## src/design/hfdl_queue.sv

```systemverilog
module hfdl_queue #(
  parameter int W = 8
) (
  input  logic         clk,
  input  logic         rst_n,
  input  logic         push,
  input  logic [W-1:0] wdata,
  input  logic         pop,
  output logic         valid,
  output logic         full,
  output logic [W-1:0] rdata
);

  logic [W-1:0] ent_r [2];
  logic         wr_ptr_r;
  logic         rd_ptr_r;
  logic [1:0]   cnt_r;

  assign valid = (cnt_r != 2'd0);
  assign full  = (cnt_r == 2'd2);
  assign rdata = ent_r[rd_ptr_r];

  // Pointers and fill count of the two-entry queue.
  always_ff @(posedge clk) begin
    if (!rst_n) begin
      wr_ptr_r <= 1'b0;
      rd_ptr_r <= 1'b0;
      cnt_r    <= 2'd0;
    end else begin
      if (push) begin
        wr_ptr_r <= ~wr_ptr_r;
      end
      if (pop) begin
        rd_ptr_r <= ~rd_ptr_r;
      end
      if (push && !pop) begin
        cnt_r <= cnt_r + 2'd1;
      end else if (pop && !push) begin
        cnt_r <= cnt_r - 2'd1;
      end
    end
  end

  // Entry storage.
  always_ff @(posedge clk) begin
    if (push) begin
      ent_r[wr_ptr_r] <= wdata;
    end
  end

  // The front end never pushes into a full queue.
  a_no_overflow: assert property (@(posedge clk) disable iff (!rst_n) push |-> !full)
    else $error("request pushed into a full queue");

  // The back end never pops an empty queue.
  a_no_underflow: assert property (@(posedge clk) disable iff (!rst_n) pop |-> valid)
    else $error("request popped from an empty queue");

endmodule

```

## config.mk

```make
export PLATFORM = sky130hd
export DESIGN_NAME = hfdl_queue
export DESIGN_NICKNAME = d
export VERILOG_FILES = /design/src/design/hfdl_queue.sv
export SDC_FILE = /design/constraint.sdc
export NUM_CORES = 1
export LEC_CHECK = 0
export BUFFER_PORTS_ARGS = -buffer_cell sky130_fd_sc_hd__buf_2
export CORE_MARGIN = 5
export CORE_UTILIZATION = 34
export CTS_CLUSTER_DIAMETER = 50
export CTS_CLUSTER_SIZE = 12
export DETAILED_ROUTE_END_ITERATION = 7
export PLACE_DENSITY = 0.59
export SYNTH_ARGS = -nofsm -noshare
export SYNTH_HDL_FRONTEND = slang
export SYNTH_SLANG_ARGS = --single-unit
```

## constraint.sdc

```tcl
create_clock -name clk -period 1.8 [get_ports clk]
set_clock_uncertainty 0.15 [all_clocks]
set_input_delay 0.36 -clock clk [delete_from_list [all_inputs] [get_ports clk]]
set_output_delay 0.36 -clock clk [all_outputs]
set_load 0.05 [all_outputs]
```

# ---- Word-level counts from Yosys, hierarchy flattened
# Memory sizes are Yosys's and may differ from the RTL's. A register that Yosys moved wholly into a read port is not among the register bits.
# Cells that the tools add are included.
dict set report word_totals {
  regBits 4
  ramBits 16
  n_memories 1
}
# name words word_bits rd rd_clocked_by_memory_dff write_ports line_no
set mem_list {}
lappend mem_list {ent_r 2 8 1 1 1 14} ;# logic [W-1:0] ent_r [2];
dict set report op_classes {
  add_sub_neg 2
  eq_ne 1
  muxes 6
  bitwise_logic 2
  n_reduce_logical 6
}
# operator n
set ops {}
lappend ops {{2-to-1 mux 1 bit} 4}
lappend ops {{2-to-1 mux 2 bit} 2}
lappend ops {{nonzero test 2 bit} 2}
lappend ops {{adder 2 x 1 -> 2 bit, second input constant} 1}
lappend ops {{equality test 2 bit, second input constant} 1}
lappend ops {{logical AND 1 bit} 2}
lappend ops {{logical NOT 1 bit} 2}
lappend ops {{NOT 1 bit} 2}
lappend ops {{subtractor 2 x 1 -> 2 bit, second input constant} 1}

# ---- Depth between registers and ports, before layout
dict set report depth {
  word_depth 4
  depth_mapped 5
}

# ---- Least setup slack after synthesis
# Ideal clock, no wire load.
dict set report synth_path {
  path_type {reg-to-output}
  startpoint {reg (tool-made name)}
  endpoint {out rdata[0]}
  arrival_time_ns 0.923
  setup_slack_ns 0.367
  path_stages_with_launch 3
  path_buffers 1
  path_cell_list {dfxtp_1 > buf_2 > mux2_2}
}
# element line_no
set synth_rtl {}
lappend synth_rtl {{to (decl)} 11} ;# output logic [W-1:0] rdata

==> results.md <==
* Worst Hold Class: primary input to register
* Largest net degree at the start of global routing at 13
* # clock sinks at 21
* Initial Util at 35.7%
* Drt first pass iters at 2
* Area grow syn2layout at 27.6%
* Status: complete, no violations
* Final min period at 1.75 ns
* Yosys warns at 0
* Die height at slightly below 60 µm
* Netlist Area Pre-Place at 797 µm²
* Drc violations at 0
* Avg WL per Cell at 12.0 µm
* WL final at between 1000 and 1500 µm
* Slew margin rel. at 75.2%
* IO Count at 22
* Critical-path cell list: mux2_2 -> buf_4
* Tot GR Track Use at 7.08%
* Netlist cell types at 16
* Leakage power at 0.405 nW
* Clk root buf: clkbuf_4
* Power per cell area at around 1000 nW/µm²
* Net Sw Frac at around 28%
* RD Place Congestion at approximately 0.69
* Post-CTS Setup Inserts at 0
* Placed cell count at 96
* Slowest stage delay, CP at 0.42 ns
* CTS tree: yes
* Combinational share of power at 22.8%
* Commonest cells after routing, fill and taps aside: 16 x edfxtp_1, 13 x buf_2, 8 x mux2_2
* Fin nets at 86
* Final Max Slew Viols at 0
* Worst-Margin Slew at between 0.3 and 0.4 ns
* RSZ-0062 raised after global routing: false
* Sequential share of power at 56.4%
* Critical path's top delay family: flip-flops
* Via count at 432
* Detail Route Antenna Nets at 0
* H-tree Lvls at 1
* DIE WIDTH at around 58 µm
* Antenna diode count at 0
* Setup WS pre-CTS at 0.170 ns
* Rows at 17
* Final setup vio count at 0
* Buffers and inverters on the worst path at 1
* Cells after synthesis at between 40 and 50
* Hold_buf cts at 0
* TritonCTS Buffers at 3
* Sequential share of the synthesized area at 72.8%
* Crit start category: register
* CP Class: register to primary output
* Post-Route Setup TNS at 0 ns
* Hold Fails Final Rpt at 0
* Total grt overflow at 0
* Peak VDD IR at approximately 410 µV
* Port bufs at 21
* WP data required at 1.29 ns
* Final worst slack at 0.0511 ns
* Clk pin slew, worst setup/hold paths at 0.11 ns
* Vias in the first global route at 404
* Vias per Instance at 4.32
* Syn_area_per_cell at roughly 17 µm²
* WP data arrival at ~1.2 ns
* Flops & latches, synth at 21
* CORE AREA at 2230 µm²
* Internal power at 0.000729 W
* Most common cell after layout, fill and taps aside: edfxtp_1
* Crit Path Max Fanout at 8
* Initial antenna violation count at 0
* Crit end category: primary output
* Die area at 3410 µm²
* Syn Nets at 60
* Clock share of power at 20.8%
* Share of layout cells above drive strength 1 at 51.4%
* Slowest cell on crit path: dfxtp_4
* FMAX at 572 MHz
* Sw Pwr at roughly 0.00029 W
* Clock buffer depth at 2
* Final worst path period share at 97.2%
* Max_cap viols at 0
* First-pass GRT wire length at between 1500 and 2000 µm
* Initial drt markers at 5
* Layout Cells excl Fill at 100
* Clk Latency, worst-skew pair at 0.29 ns
## synthesized netlist by cell type
master | instances | area [µm²]
edfxtp_1 | 16 | 480
mux2_2 | 8 | 90.1
dfxtp_1 | 5 | 100
and2_1 | 4 | 25.0
nor2b_1 | 2 | 12.5
xor2_1 | 2 | 17.5
a21boi_1 | 1 | 7.51
and2b_2 | 1 | 8.76
buf_2 | 1 | 5.00
ha_1 | 1 | 12.5
inv_1 | 1 | 3.75
o21a_1 | 1 | 7.51
o21ai_0 | 1 | 5.00
or2_2 | 1 | 6.26
or3_1 | 1 | 6.26
xnor2_1 | 1 | 8.76
## power by group through the flow
stage	combinational, W	sequential, W	clock [W]
2_1_floorplan	0.000169	0.000575	0
3_5_place_dp	0.000210	0.000585	0
4_1_cts	0.000213	0.000574	0.000221
5_1_grt	0.000246	0.000578	0.000239
3_3_place_gp	0.000208	0.000583	0
6_report	0.000232	0.000574	0.000212
## metrics by stage
step / hold WS (ns) / utilization (%) / total power, W / instance area (µm²)
global placement: 0.328 / 42.1 / 0.000792 / 940
CTS: 0.0933 / 43.6 / 0.00101 / 973
floorplan: 0.309 / - / 0.000743 / 797
finish: 0.101 / 45.5 / 0.00102 / 1020
global route: 0.0870 / 45.5 / 0.00106 / 1020
detailed placement: 0.340 / 42.1 / 0.000795 / 940
## flip-flops by register name, indices dropped and copies added, names as in the netlist, named ones only
register,count
ent_r,16
rd_ptr_r,1
wr_ptr_r,1
cnt_r,2
## repair_timing
action | in CTS | in global routing
endpoints found under the hold margin | 0 | 0
endpoints found under the setup margin | 8 | 8
resized for setup | 3 | 21
## final timing paths
| kind | start | end | slack (ns) | depth (start not counted) |
|---|---|---|---|---|
| max | register | rdata[6] | 0.05 | 2 |
| min | wdata[7] | ent_r[0][7] | 0.10 | 1 |
| max reg2reg | wr_ptr_r | ent_r[1][2] | 0.60 | 1 |
| min reg2reg | cnt_r[1] | cnt_r[1] | 0.35 | 2 |
## cells by family (layout without fill, tap and decap cells)
family                   Yosys count  in the layout  share of synthesized area (%)
XOR/XNOR                           3              3                           3.30
AND/OR/NAND/NOR                    9              9                           7.38
buffers and inverters              2             27                           1.10
AO/OA/AOI/OAI                      3              3                           2.51
multiplexers                       8              8                           11.3
adder cells (fa/ha/maj)            1              1                           1.57
flip-flops                        21             21                           72.8
## layer usage
metal | routed length [µm] | vias up | GRT usage (%)
met5 | 0 | - | 0
met4 | 0 | 0 | 2.98
met1 | 491 | 200 | 8.67
li1 | - | 220 | -
met2 | 600 | 12 | 11.0
met3 | 103 | 0 | 2.85
## final cells by class
| cell class | instances | area (µm²) |
|---|---|---|
| clock buffer | 3 | 22.5 |
| clock inverter | 1 | 5.00 |
| fill | 206 | 1220 |
| inverter | 1 | 3.75 |
| multi-input combinational | 24 | 208 |
| sequential | 21 | 584 |
| tap | 28 | 35.0 |
| timing repair buffer | 22 | 159 |
Note: power is estimated with default switching activity, not from simulation.
