[config.mk]
export PLATFORM = sky130hd
export DESIGN_NAME = hfdl_front
export DESIGN_NICKNAME = d
export VERILOG_FILES = /design/src/design/hfdl_pkg.sv /design/src/design/hfdl_front.sv
export SDC_FILE = /design/constraint.sdc
export NUM_CORES = 1
export LEC_CHECK = 0
export BUFFER_PORTS_ARGS = -buffer_cell sky130_fd_sc_hd__buf_4
export CAP_MARGIN = 20
export CORE_AREA = 2 2 54 56
export DETAILED_ROUTE_END_ITERATION = 16
export DIE_AREA = 0 0 56 58
export PLACE_DENSITY = 0.79
export SLEW_MARGIN = 5
export SYNTH_ARGS = -nofsm -noshare
export SYNTH_HDL_FRONTEND = slang
export SYNTH_SLANG_ARGS = --single-unit
export TNS_END_PERCENT = 100
[constraint.sdc]
create_clock -name vclk -period 1.9
set_input_delay 0 -clock vclk [all_inputs]
set_output_delay 0 -clock vclk [all_outputs]
set_load 0.02 [all_outputs]
[src/design/hfdl_pkg.sv]
package hfdl_pkg;

  // Field widths of the request and result items.
  localparam int FUNC_W   = 2;
  localparam int SAMPLE_W = 24;
  localparam int DELAY_W  = 28;
  localparam int CFG_W    = 32;

  // Function codes of a request.
  localparam logic [FUNC_W-1:0] FUNC_WRITE = 2'd0;
  localparam logic [FUNC_W-1:0] FUNC_READ  = 2'd1;
  localparam logic [FUNC_W-1:0] FUNC_CLEAR = 2'd2;

  // Datapath widths of the cubic evaluation.
  // The doubled coefficients stay below 2^27 in magnitude.
  localparam int COEF_W   = 28;
  // Horner partial results stay below 2^29 in magnitude.
  localparam int HORNER_W = 30;
  // Width of the final sum before saturation.
  localparam int RES_W    = 32;

  // Saturation limits of a Q1.23 sample.
  localparam logic signed [RES_W-1:0] S24_MAX = 32'sd8388607;
  localparam logic signed [RES_W-1:0] S24_MIN = -32'sd8388608;

  // Status that the back end reports to the front end.
  typedef struct packed {
    logic init_clear;
    logic sweep;
  } back_stat_t;

endpackage

[src/design/hfdl_front.sv]
module hfdl_front #(
  parameter int CAPACITY  = 4096,
  parameter int FRAC_BITS = 16,
  parameter int QW        = 8
) (
  input  logic                           clk,
  input  logic                           rst_n,
  input  logic                           start,
  output logic                           busy,
  input  logic [hfdl_pkg::FUNC_W-1:0]    in_func,
  input  logic signed [hfdl_pkg::SAMPLE_W-1:0] in_sample_in,
  input  logic [hfdl_pkg::DELAY_W-1:0]   in_delay,
  input  logic [hfdl_pkg::DELAY_W-1:0]   min_delay,
  input  hfdl_pkg::back_stat_t           stat,
  input  logic                           q_full,
  output logic                           q_push,
  output logic [QW-1:0]                  q_wdata
);

  import hfdl_pkg::*;

  localparam int AW = $clog2(CAPACITY);
  localparam int IW = DELAY_W - FRAC_BITS;

  logic [AW-1:0]        wp_r;
  logic [AW-1:0]        wp_nxt;
  logic                 accept;
  logic [DELAY_W-1:0]   d_clamped;
  logic [IW+AW-1:0]     d_int_ext;
  logic [AW-1:0]        d_int;
  logic [AW-1:0]        entry_addr;

  // Requests wait while the queue is full or the store is swept after reset.
  assign busy   = q_full | stat.init_clear;
  assign accept = start & ~busy;

  // Clamp the delay and take its integer part modulo the store depth.
  assign d_clamped = (in_delay < min_delay) ? min_delay : in_delay;
  assign d_int_ext = (IW + AW)'(d_clamped[DELAY_W-1:FRAC_BITS]);
  assign d_int     = d_int_ext[AW-1:0];

  // A write goes at the write pointer; a read starts its window at wp - D - 2.
  always_comb begin
    entry_addr = wp_r;
    wp_nxt     = wp_r;
    q_push     = 1'b0;
    case (in_func)
      FUNC_WRITE: begin
        q_push = accept;
        if (accept) begin
          wp_nxt = wp_r + AW'(1);
        end
      end
      FUNC_READ: begin
        q_push     = accept;
        entry_addr = wp_r - d_int - AW'(2);
      end
      FUNC_CLEAR: begin
        q_push = accept;
        if (accept) begin
          wp_nxt = '0;
        end
      end
      default: begin
        q_push = 1'b0;
      end
    endcase
  end

  assign q_wdata = {in_func, entry_addr, in_sample_in, d_clamped[FRAC_BITS-1:0]};

  // Write pointer.
  always_ff @(posedge clk) begin
    if (!rst_n) begin
      wp_r <= '0;
    end else begin
      wp_r <= wp_nxt;
    end
  end

  // The post-reset clear is always a sweep of the store.
  a_init_is_sweep: assert property (@(posedge clk) disable iff (!rst_n)
    stat.init_clear |-> stat.sweep)
    else $error("post-reset clear flag set outside a sweep");

endmodule

# Word level (Yosys, flattened, before mapping)

Cells that the tools add are included.

Bits of input ports: 88
Output and inout bits: 10
Word-level logic and storage cells: 10
Register bits: 0

Mux-type cells: 2
Equal/unequal tests: 2
Bitwise gates (word level): 3
Order comparisons: 1
Reduce and logical (&&, ||, !) cells: 2

Operators by type and width:

| cell               | number |
|---|---|
| $lt 28x28->1       | 1 |
| $mux 8             | 1 |
| $reduce_or 3->1    | 1 |
| $eq 2x1->1 const B | 1 |
| $eq 2x2->1 const B | 1 |
| $logic_not 2->1    | 1 |
| $and 1x1->1        | 1 |
| $mux 1             | 1 |
| $not 1->1          | 1 |
| $or 1x1->1         | 1 |

# Longest topological paths before layout

Gate-level depths: netlist (run 1).

Word-level depth: 4
Gate-level depth with buffers: 8
Mapped depth without buffers: 8

# Least setup slack after synthesis (run 1)

OpenSTA, ideal clock, no wires.

Path type: input port to output port
Start point: input min_delay[9] in the netlist's numbering
End point: output q_wdata[0]
Setup slack: -33 ps
Arrival: 1933 ps
Data required time: 1900 ps
Cell stages on the path: 8
Buffers on the path: 0
Path through: inv_1 ha_1 a21o_1 a21o_1 a2111oi_4 o41ai_1 a211oi_4 mux2_2

Longest elaborated chain between the ends: 2

RTL lines:

| what               | RTL line         | text |
|---|---|---|
| start: declaration | hfdl_front.sv:13 | `input logic [hfdl_pkg::DELAY_W-1:0] min_delay,` |
| $lt 28x28->1       | hfdl_front.sv:38 | `assign d_clamped = (in_delay < min_delay) ? min_delay : in_delay;` |
| $mux 8             | hfdl_front.sv:38 |  |
| end: declaration   | hfdl_front.sv:17 | `output logic [QW-1:0] q_wdata` |

Every way passes these cells.

# Final worst setup path (run 1)

Start point: input min_delay[9] in the netlist's numbering
End point: output q_wdata[1]

The elaborated chain is that of the path after synthesis.

==> results of run 1 <==
## worst max-delay path, stage by stage
cell and delay (ns):
buf_6 0.09, inv_4 0.04, ha_4 0.19, a21o_1 0.18, a21o_1 0.18, a2111oi_4 0.30
o41ai_2 0.15, a211oi_4 0.25, buf_6 0.17, mux2_4 0.31, buf_6 0.13
## cell families (layout without fill, tap and decap cells)
| family | Yosys count | in the layout | share of synthesized area [%] |
|---|---|---|---|
| buf+inv | 28 | 108 | 13.1 |
| compound gates | 20 | 20 | 19.8 |
| mux | 8 | 8 | 11.2 |
| fa+ha+maj | 27 | 27 | 42.0 |
| simple gates | 24 | 24 | 14.0 |
## synth_stat cells
master | n | share of area [%]
nor2_1 | 5 | 2.3
o21a_1 | 1 | 0.93
nand4_1 | 4 | 3.1
a21o_1 | 2 | 1.9
a221oi_1 | 1 | 1.1
a2111oi_4 | 1 | 3.4
inv_1 | 28 | 13
mux2_2 | 8 | 11
nand3_1 | 2 | 1.2
or2_2 | 1 | 0.78
a211o_1 | 1 | 1.1
nor3_1 | 1 | 0.62
a211oi_4 | 1 | 2.5
nand2b_1 | 1 | 0.78
or4_1 | 1 | 0.93
o21ai_0 | 2 | 1.2
nand2_1 | 9 | 4.2
ha_1 | 27 | 42
a211oi_1 | 1 | 0.93
o41ai_1 | 1 | 1.1
a21oi_1 | 9 | 5.6
## report_power, final
| part | switching (W) | internal [W] | total, W |
|---|---|---|---|
| registers | 0 | 0 | 0 |
| clock network | 0 | 0 | 0 |
| logic | 0.000156 | 0.000241 | 0.000397 |
| total | 0.000156 | 0.000241 | 0.000397 |
## cell type report
class                           count  area (µm²)  area share (%)
Multi-Input combinational cell     79         768            49.7
Timing Repair Buffer               80         631            40.8
Inverter                           28         108            6.96
Tap cell                           31        38.8            2.51
## per-layer routing
metal / vias to the layer above / routed length, µm / global-route usage (%)
met3: 2 / 188 / 1.79
li1: 529 / - / -
met2: 46 / 1040 / 26.2
met4: 0 / 22 / 1.02
met5: - / 0 / 0
met1: 396 / 837 / 14.6
## worst max path at each step
stage	start	end	slack [ns]
final	min_delay[9]	q_wdata[1]	-0.10
after global routing	min_delay[9]	q_wdata[4]	-0.21
after CTS	min_delay[9]	q_wdata[4]	-0.13
after detailed placement	min_delay[9]	q_wdata[6]	-0.23
after global placement	min_delay[9]	q_wdata[0]	-0.15
after floorplan	min_delay[9]	q_wdata[0]	0.001
## per-stage QoR
step / TNS (ns) / power [W]
final: -0.810 / 0.000397
after global placement: -1.11 / 0.000376
after detailed placement: -1.67 / 0.000382
after CTS: -0.957 / 0.000401
after global routing: -1.60 / 0.000437
after floorplan: 0 / 0.000197
## cell usage in the layout (no fill, tap or decap), drive strengths merged
cell type  count
nor3           1
nand3          2
nand2          9
a21oi          9
nand4          4
nor2           5
a211o          1
a221oi         1
nand2b         1
a21o           2
o21a           1
o21ai          2
mux2           8
buf           80
a211oi         2
or2            1
or4            1
inv           28
ha            27
o41ai          1
a2111oi        1
## what timing repair did
item | CTS | global route
resized for setup | 9 | 0
gates cloned | 0 | 0
pin swaps | 2 | 0
setup endpoints to repair | 8 | 8
==> results.ini, run 1 <==
[clock_network]
ctsHoldBuffers = 0
post-cts-setup-buffers = 0

[sta]
setup_viol = 8
final_max_slew_viol_count = 0
fin_crit_sh_pct = 106
layout_setup_ws_ns = -0.105
rsz0062_at_grt = true
relSlewSlack_pct = 75.8
final-hold-violation-count = 0
worstMarginPinSlew_ns = 0.359
hold_slack_ns = 0.303
clock.fmax_mhz = 499
finalCriticalPeriod_ns = 2.00

[power_and_ir_drop]
vdd_drop_max_mv = 0.160
p_per_area_nw_per_um2 = 257
power_leakage_nw = 0.924

[final_layout]
final_nets = 304
nFlopsAndLatches = 0
fill_cells = 256
drive_gt1_share_pct = 51.3
n_antenna_cell = 0
n_clock_buffer = 0
fin_util_pct = 58.0
area_delta_synth_final_pct = 92.1
ff_latch_area_um2 = 0
final_cells = 218
design_area_um2 = 1550

[grt]
grt_pass1_wl_um = 3610
grt_overflow = 0
grt_max_degree = 7
grt_pass1_vias = 960
antenna_found_initial = 0
track_usage_pct = 12.8

[synthesis]
synth_cell_types = 21
syn_avg_cell_area_um2 = 7.52
yosysWarningCount = 0
netlist_area_um2 = 805
synth.yosys.seq_area_share_pct = 0
netlist_instances = 107
synth_fp_nets = 222

[placement]
placed_area_um2 = 1510
post-place-ws_ns = -0.229
gp_congestion = 0.686
numPortBuffers = 71
dpl.hpwl_um = 1980
dp.cells = 218

[outcome]
violations = setup timing
status = complete, but fails checks

[routing]
routedWlPerCell_um = 9.56
drc = 0
vias = 973
postRouteAntennaNets = 0
detail_route.first_pass.iterations = 2
drt_iter0_drc = 4
routed_wl_um = 2090
routed_via_density = 4.46

[worst_hold_path]
hold_path.class = input pin to output pin
holdPathEnd = busy
hold_path.startpoint = q_full
min_path_cells = 3

[floorplanning]
die_h_um = 58
start_util_pct = 30.2
fp-row-count = 19
core_area_um2 = 2660
die-area_um2 = 3250
io_pins = 98
die_w_um = 56

[job]
maxCapViolCount = 0

[setup_path]
worstSetupPathType = input pin to output pin
end_kind = output pin
cp-start-kind = input pin
critPathMaxFanout = 6
worst_ep_required_time_ns = 1.90
critPathArrivalTime_ns = 2.00

Note: power is estimated with default switching activity, not from simulation.
==> run 2: changes to the inputs <==
--- a/config.mk
+++ b/config.mk
@@ -11,6 +11,7 @@
 export DETAILED_ROUTE_END_ITERATION = 16
 export DIE_AREA = 0 0 56 58
 export PLACE_DENSITY = 0.79
+export SETUP_SLACK_MARGIN = 0.4
 export SLEW_MARGIN = 5
 export SYNTH_ARGS = -nofsm -noshare
 export SYNTH_HDL_FRONTEND = slang
==> results.ini, run 2 (synthesis gave the netlist of run 1 again) <==
[floorplanning]
io_pins = 98  ; unchanged
die-area_um2 = 3250  ; unchanged
die_w_um = 56  ; unchanged
die_h_um = 58  ; unchanged
core_area_um2 = 2660  ; unchanged
fp-row-count = 19  ; unchanged
start_util_pct = 30.2  ; unchanged

[final_layout]
fill_cells = 244  ; was 256
fin_util_pct = 58.7  ; was 58.0%
area_delta_synth_final_pct = 94.4  ; was 92.1%
n_antenna_cell = 0  ; unchanged
final_common_cell = buf_4  ; unchanged
nFlopsAndLatches = 0  ; unchanged
ff_latch_area_um2 = 0  ; unchanged
multiInputGateArea_um2 = 766  ; was 768 µm²
final_cell_mix = buf_4, inv_1, ha_1, buf_6, nand2_1  ; was buf_4, inv_1, ha_1, a21oi_1, nand2_1
drive_gt1_share_pct = 51.1  ; was 51.3%
final_nets = 303  ; was 304
design_area_um2 = 1560  ; was 1550 µm²
n_clock_buffer = 0  ; unchanged

[placement]
post-place-ws_ns = -0.204  ; was -0.229 ns
numPortBuffers = 71  ; unchanged
gp_congestion = 0.772  ; was 0.686
dpl.hpwl_um = 2000  ; was 1980 µm
placed_area_um2 = 1510  ; about the same

[routing]
detail_route.first_pass.iterations = 2  ; unchanged
drt_iter0_drc = 12  ; was 4
drc = 0  ; unchanged
vias = 978  ; was 973
routed_wl_um = 2120  ; was 2090 µm
routed_via_density = 4.51  ; was 4.46
routedWlPerCell_um = 9.75  ; was 9.56 µm
postRouteAntennaNets = 0  ; unchanged

[setup_path]
critPathMaxFanout = 4  ; was 6
crit_path_top_delay_cell = a2111oi_4  ; was mux2_4
critPathArrivalTime_ns = 2.06  ; was 2.00 ns
cp-start-kind = input pin  ; unchanged
worst_ep_required_time_ns = 1.90  ; about the same
end_kind = output pin  ; unchanged
worstSetupPathType = input pin to output pin  ; unchanged
slowest_delay_ns = 0.35  ; was 0.31 ns
path_cells = buf_8 > inv_12 > ha_4 > a21o_1 > a21o_1 > a2111oi_4 > o41ai_2 > a211oi_4 > buf_6 > mux2_4 > buf_6  ; was buf_6 > inv_4 > ha_4 > a21o_1 > a21o_1 > a2111oi_4 > o41ai_2 > a211oi_4 > buf_6 > mux2_4 > buf_6

[sta]
finalCriticalPeriod_ns = 2.06  ; was 2.00 ns
final_max_slew_viol_count = 0  ; unchanged
relSlewSlack_pct = 74.7  ; was 75.8%
worstMarginPinSlew_ns = 0.375  ; was 0.359 ns
setup_viol = 8  ; unchanged
final-hold-violation-count = 0  ; unchanged
fin_crit_sh_pct = 109  ; was 106%
clock.fmax_mhz = 485  ; was 499 MHz
rsz0062_at_grt = true  ; unchanged
layout_setup_ws_ns = -0.162  ; was -0.105 ns
hold_slack_ns = 0.299  ; was 0.303 ns

[power_and_ir_drop]
p_sw_share_pct = 39.0  ; was 39.3%
power_leakage_nw = 0.926  ; was 0.924 nW
netSwitchingPower_w = 0.000158  ; was 0.000156 W
vdd_drop_max_mv = 0.174  ; was 0.160 mV
p_seq_share_pct = 0  ; about the same
power_frac_clock_pct = 0  ; about the same
p_int_w = 0.000247  ; was 0.000241 W
combPwrFrac_pct = 100.0  ; about the same
p_per_area_nw_per_um2 = 259  ; was 257 nW/µm²

[job]
maxCapViolCount = 0  ; unchanged

[grt]
track_usage_pct = 13.9  ; was 12.8%
grt_pass1_vias = 1017  ; was 960
grt_max_degree = 5  ; was 7
grt_overflow = 0  ; unchanged
grt_pass1_wl_um = 3870  ; was 3610 µm
antenna_found_initial = 0  ; unchanged

[outcome]
status = complete, but fails checks  ; unchanged
violations = setup timing  ; unchanged

[worst_hold_path]
hold_path.class = input pin to output pin  ; unchanged

[clock_network]
post-cts-setup-buffers = 0  ; unchanged
ctsHoldBuffers = 0  ; unchanged

## run 2: critical path: cells and delay by family
kind            cells  cell delay, ns
fa+ha+maj           1            0.18
mux                 1            0.31
buf+inv             4            0.45
compound gates      5            1.12
## run 2: path summary, 6_finish.rpt
check / start / endpoint / cells after the start
max: min_delay[9] / q_wdata[5] / 11
min: q_full / busy / 3
## run 2: power groups by stage
| stage | sequential [W] | clock [W] | combinational, W |
|---|---|---|---|
| final | 0 | 0 | 0.000405 |
| after global routing | 0 | 0 | 0.000450 |
| after floorplan | 0 | 0 | 0.000198 |
| after global placement | 0 | 0 | 0.000377 |
| after CTS | 0 | 0 | 0.000407 |
| after detailed placement | 0 | 0 | 0.000384 |
## run 2: timing repair
action	in CTS	in global routing
pin swaps	5	0
endpoints found under the setup margin	8	8
gates resized for setup	13	2
## run 2: cell type report
type	instances	share of cell area (%)
inverters	28	7.52
multi-input cells	79	49.0
well taps	31	2.48
repair buffers	79	41.0
## run 2: through the flow
step                power [W]  setup TNS [ns]  instances
CTS                  0.000407           -1.18        217
finish               0.000405           -1.20        217
global placement     0.000377           -1.13        217
detailed placement   0.000384           -1.54        217
floorplan            0.000198               0        107
global route         0.000450           -1.97        217
## run 2: per-layer routing
layer	part of all wire, %	global-route usage [%]	wire (µm)	vias to the layer above
met5	0	0	0	-
met4	0	0.680	0	0
met3	8.7	2.01	185	0
met2	52	28.9	1100	44
met1	39	15.5	827	405
li1	-	-	-	529
==> run 3: changes to the inputs <==
--- a/config.mk
+++ b/config.mk
@@ -10,7 +10,7 @@
 export CORE_AREA = 2 2 54 56
 export DETAILED_ROUTE_END_ITERATION = 16
 export DIE_AREA = 0 0 56 58
-export PLACE_DENSITY = 0.79
+export PLACE_DENSITY = 0.88
 export SETUP_SLACK_MARGIN = 0.4
 export SLEW_MARGIN = 5
 export SYNTH_ARGS = -nofsm -noshare
==> results.ini, run 3 (synthesis gave the netlist of run 1 again) <==
[outcome]
status = complete, but fails checks  ; unchanged
violations = setup timing  ; unchanged

[final_layout]
ff_latch_area_um2 = 0  ; unchanged
fill_cells = 247  ; was 244
area_delta_synth_final_pct = 95.6  ; was 94.4%
drive_gt1_share_pct = 51.1  ; unchanged
nFlopsAndLatches = 0  ; unchanged
final_nets = 303  ; unchanged
n_antenna_cell = 0  ; unchanged
multiInputGateArea_um2 = 766  ; unchanged
n_clock_buffer = 0  ; unchanged
final_cell_mix = buf_4, inv_1, ha_1, nand2_1, buf_6  ; was buf_4, inv_1, ha_1, buf_6, nand2_1
final_common_cell = buf_4  ; unchanged
design_area_um2 = 1570  ; was 1560 µm²

[sta]
final-hold-violation-count = 0  ; unchanged
fin_crit_sh_pct = 109  ; about the same
hold_slack_ns = 0.300  ; was 0.299 ns
rsz0062_at_grt = true  ; unchanged
setup_viol = 8  ; unchanged
relSlewSlack_pct = 75.2  ; was 74.7%
layout_setup_ws_ns = -0.163  ; was -0.162 ns
finalCriticalPeriod_ns = 2.06  ; about the same
clock.fmax_mhz = 485  ; about the same
worstMarginPinSlew_ns = 0.368  ; was 0.375 ns
final_max_slew_viol_count = 0  ; unchanged

[power_and_ir_drop]
power_frac_clock_pct = 0  ; about the same
p_seq_share_pct = 0  ; about the same
netSwitchingPower_w = 0.000161  ; was 0.000158 W
p_per_area_nw_per_um2 = 262  ; was 259 nW/µm²
p_sw_share_pct = 39.2  ; was 39.0%
p_int_w = 0.000251  ; was 0.000247 W
power_leakage_nw = 0.930  ; was 0.926 nW
vdd_drop_max_mv = 0.173  ; was 0.174 mV
combPwrFrac_pct = 100.0  ; about the same

[floorplanning]
core_area_um2 = 2660  ; unchanged
die_w_um = 56  ; unchanged
start_util_pct = 30.2  ; unchanged
fp-row-count = 19  ; unchanged
die_h_um = 58  ; unchanged
io_pins = 98  ; unchanged
die-area_um2 = 3250  ; unchanged

[setup_path]
cp-start-kind = input pin  ; unchanged
critPathMaxFanout = 8  ; was 4
worst_ep_required_time_ns = 1.90  ; about the same
critPathArrivalTime_ns = 2.06  ; about the same
worstSetupPathType = input pin to output pin  ; unchanged
end_kind = output pin  ; unchanged

[job]
maxCapViolCount = 0  ; unchanged

[grt]
grt_overflow = 0  ; unchanged
grt_max_degree = 9  ; was 5
grt_pass1_vias = 932  ; was 1017
grt_pass1_wl_um = 3850  ; was 3870 µm
track_usage_pct = 14.2  ; was 13.9%
antenna_found_initial = 0  ; unchanged

[routing]
vias = 993  ; was 978
drt_iter0_drc = 17  ; was 12
drc = 0  ; unchanged
postRouteAntennaNets = 0  ; unchanged
detail_route.first_pass.iterations = 2  ; unchanged
routed_wl_um = 2240  ; was 2120 µm
routedWlPerCell_um = 10.3  ; was 9.75 µm
routed_via_density = 4.58  ; was 4.51

[placement]
gp_congestion = 0.817  ; was 0.772
placed_area_um2 = 1520  ; was 1510 µm²
dpl.hpwl_um = 2090  ; was 2000 µm
numPortBuffers = 71  ; unchanged

[worst_hold_path]
hold_path.class = input pin to output pin  ; unchanged

run 3: cell counts in the layout (fill, tap and decap cells not counted):
Identical to the previous run, type by type.
run 3: final timing paths:
kind	start	to	slack, ns	cells past startpoint
worst min-delay path	q_full	busy	0.30	3
worst max-delay path	min_delay[9]	q_wdata[5]	-0.16	11
run 3: power by group through the flow:
stage	Clock (W)	Sequential, W	Combinational (W)
floorplan	0	0	0.000198
global placement	0	0	0.000382
detailed placement	0	0	0.000393
CTS	0	0	0.000413
global route	0	0	0.000452
finish	0	0	0.000412
run 3: final cells by class:
type | count | share of cell area, %
Tap cell | 31 | 2.46
Timing Repair Buffer | 79 | 41.4
Inverter | 28 | 7.47
Multi-Input combinational cell | 79 | 48.6
run 3: critical path, stage by stage:
cell and delay (ns):
buf_12 0.11, inv_12 0.04, ha_4 0.19, a21o_1 0.15
a21o_1 0.20, a2111oi_4 0.35, o41ai_2 0.15, a211oi_4 0.27
buf_12 0.17, mux2_4 0.30, buf_6 0.13
run 3: routing by layer:
layer | track usage (%) | part of all wire, % | vias to the layer above
met5 | 0 | 0 | -
met4 | 0 | 0 | 0
met3 | 1.56 | 6.0 | 0
met2 | 30.4 | 55 | 32
met1 | 15.5 | 39 | 432
li1 | - | - | 529
run 3: per-stage QoR:
step | TNS, ns | power (W) | util [%] | worst slack, ns | instances
3_3_place_gp | -1.34 | 0.000382 | 57.2 | -0.168 | 217
2_1_floorplan | 0 | 0.000198 | - | 0.00641 | 107
3_5_place_dp | -1.68 | 0.000393 | 57.2 | -0.217 | 217
4_1_cts | -1.30 | 0.000413 | 58.8 | -0.168 | 217
5_1_grt | -1.92 | 0.000452 | 59.1 | -0.245 | 217
6_report | -1.26 | 0.000412 | 59.1 | -0.163 | 217
run 3: timing repair:
item,CTS,global route
pin swaps,5,0
buffers inserted,0,0
setup endpoints to repair,8,8
endpoints found under the hold margin,0,0
gates resized for setup,11,2
hold buffers,0,0
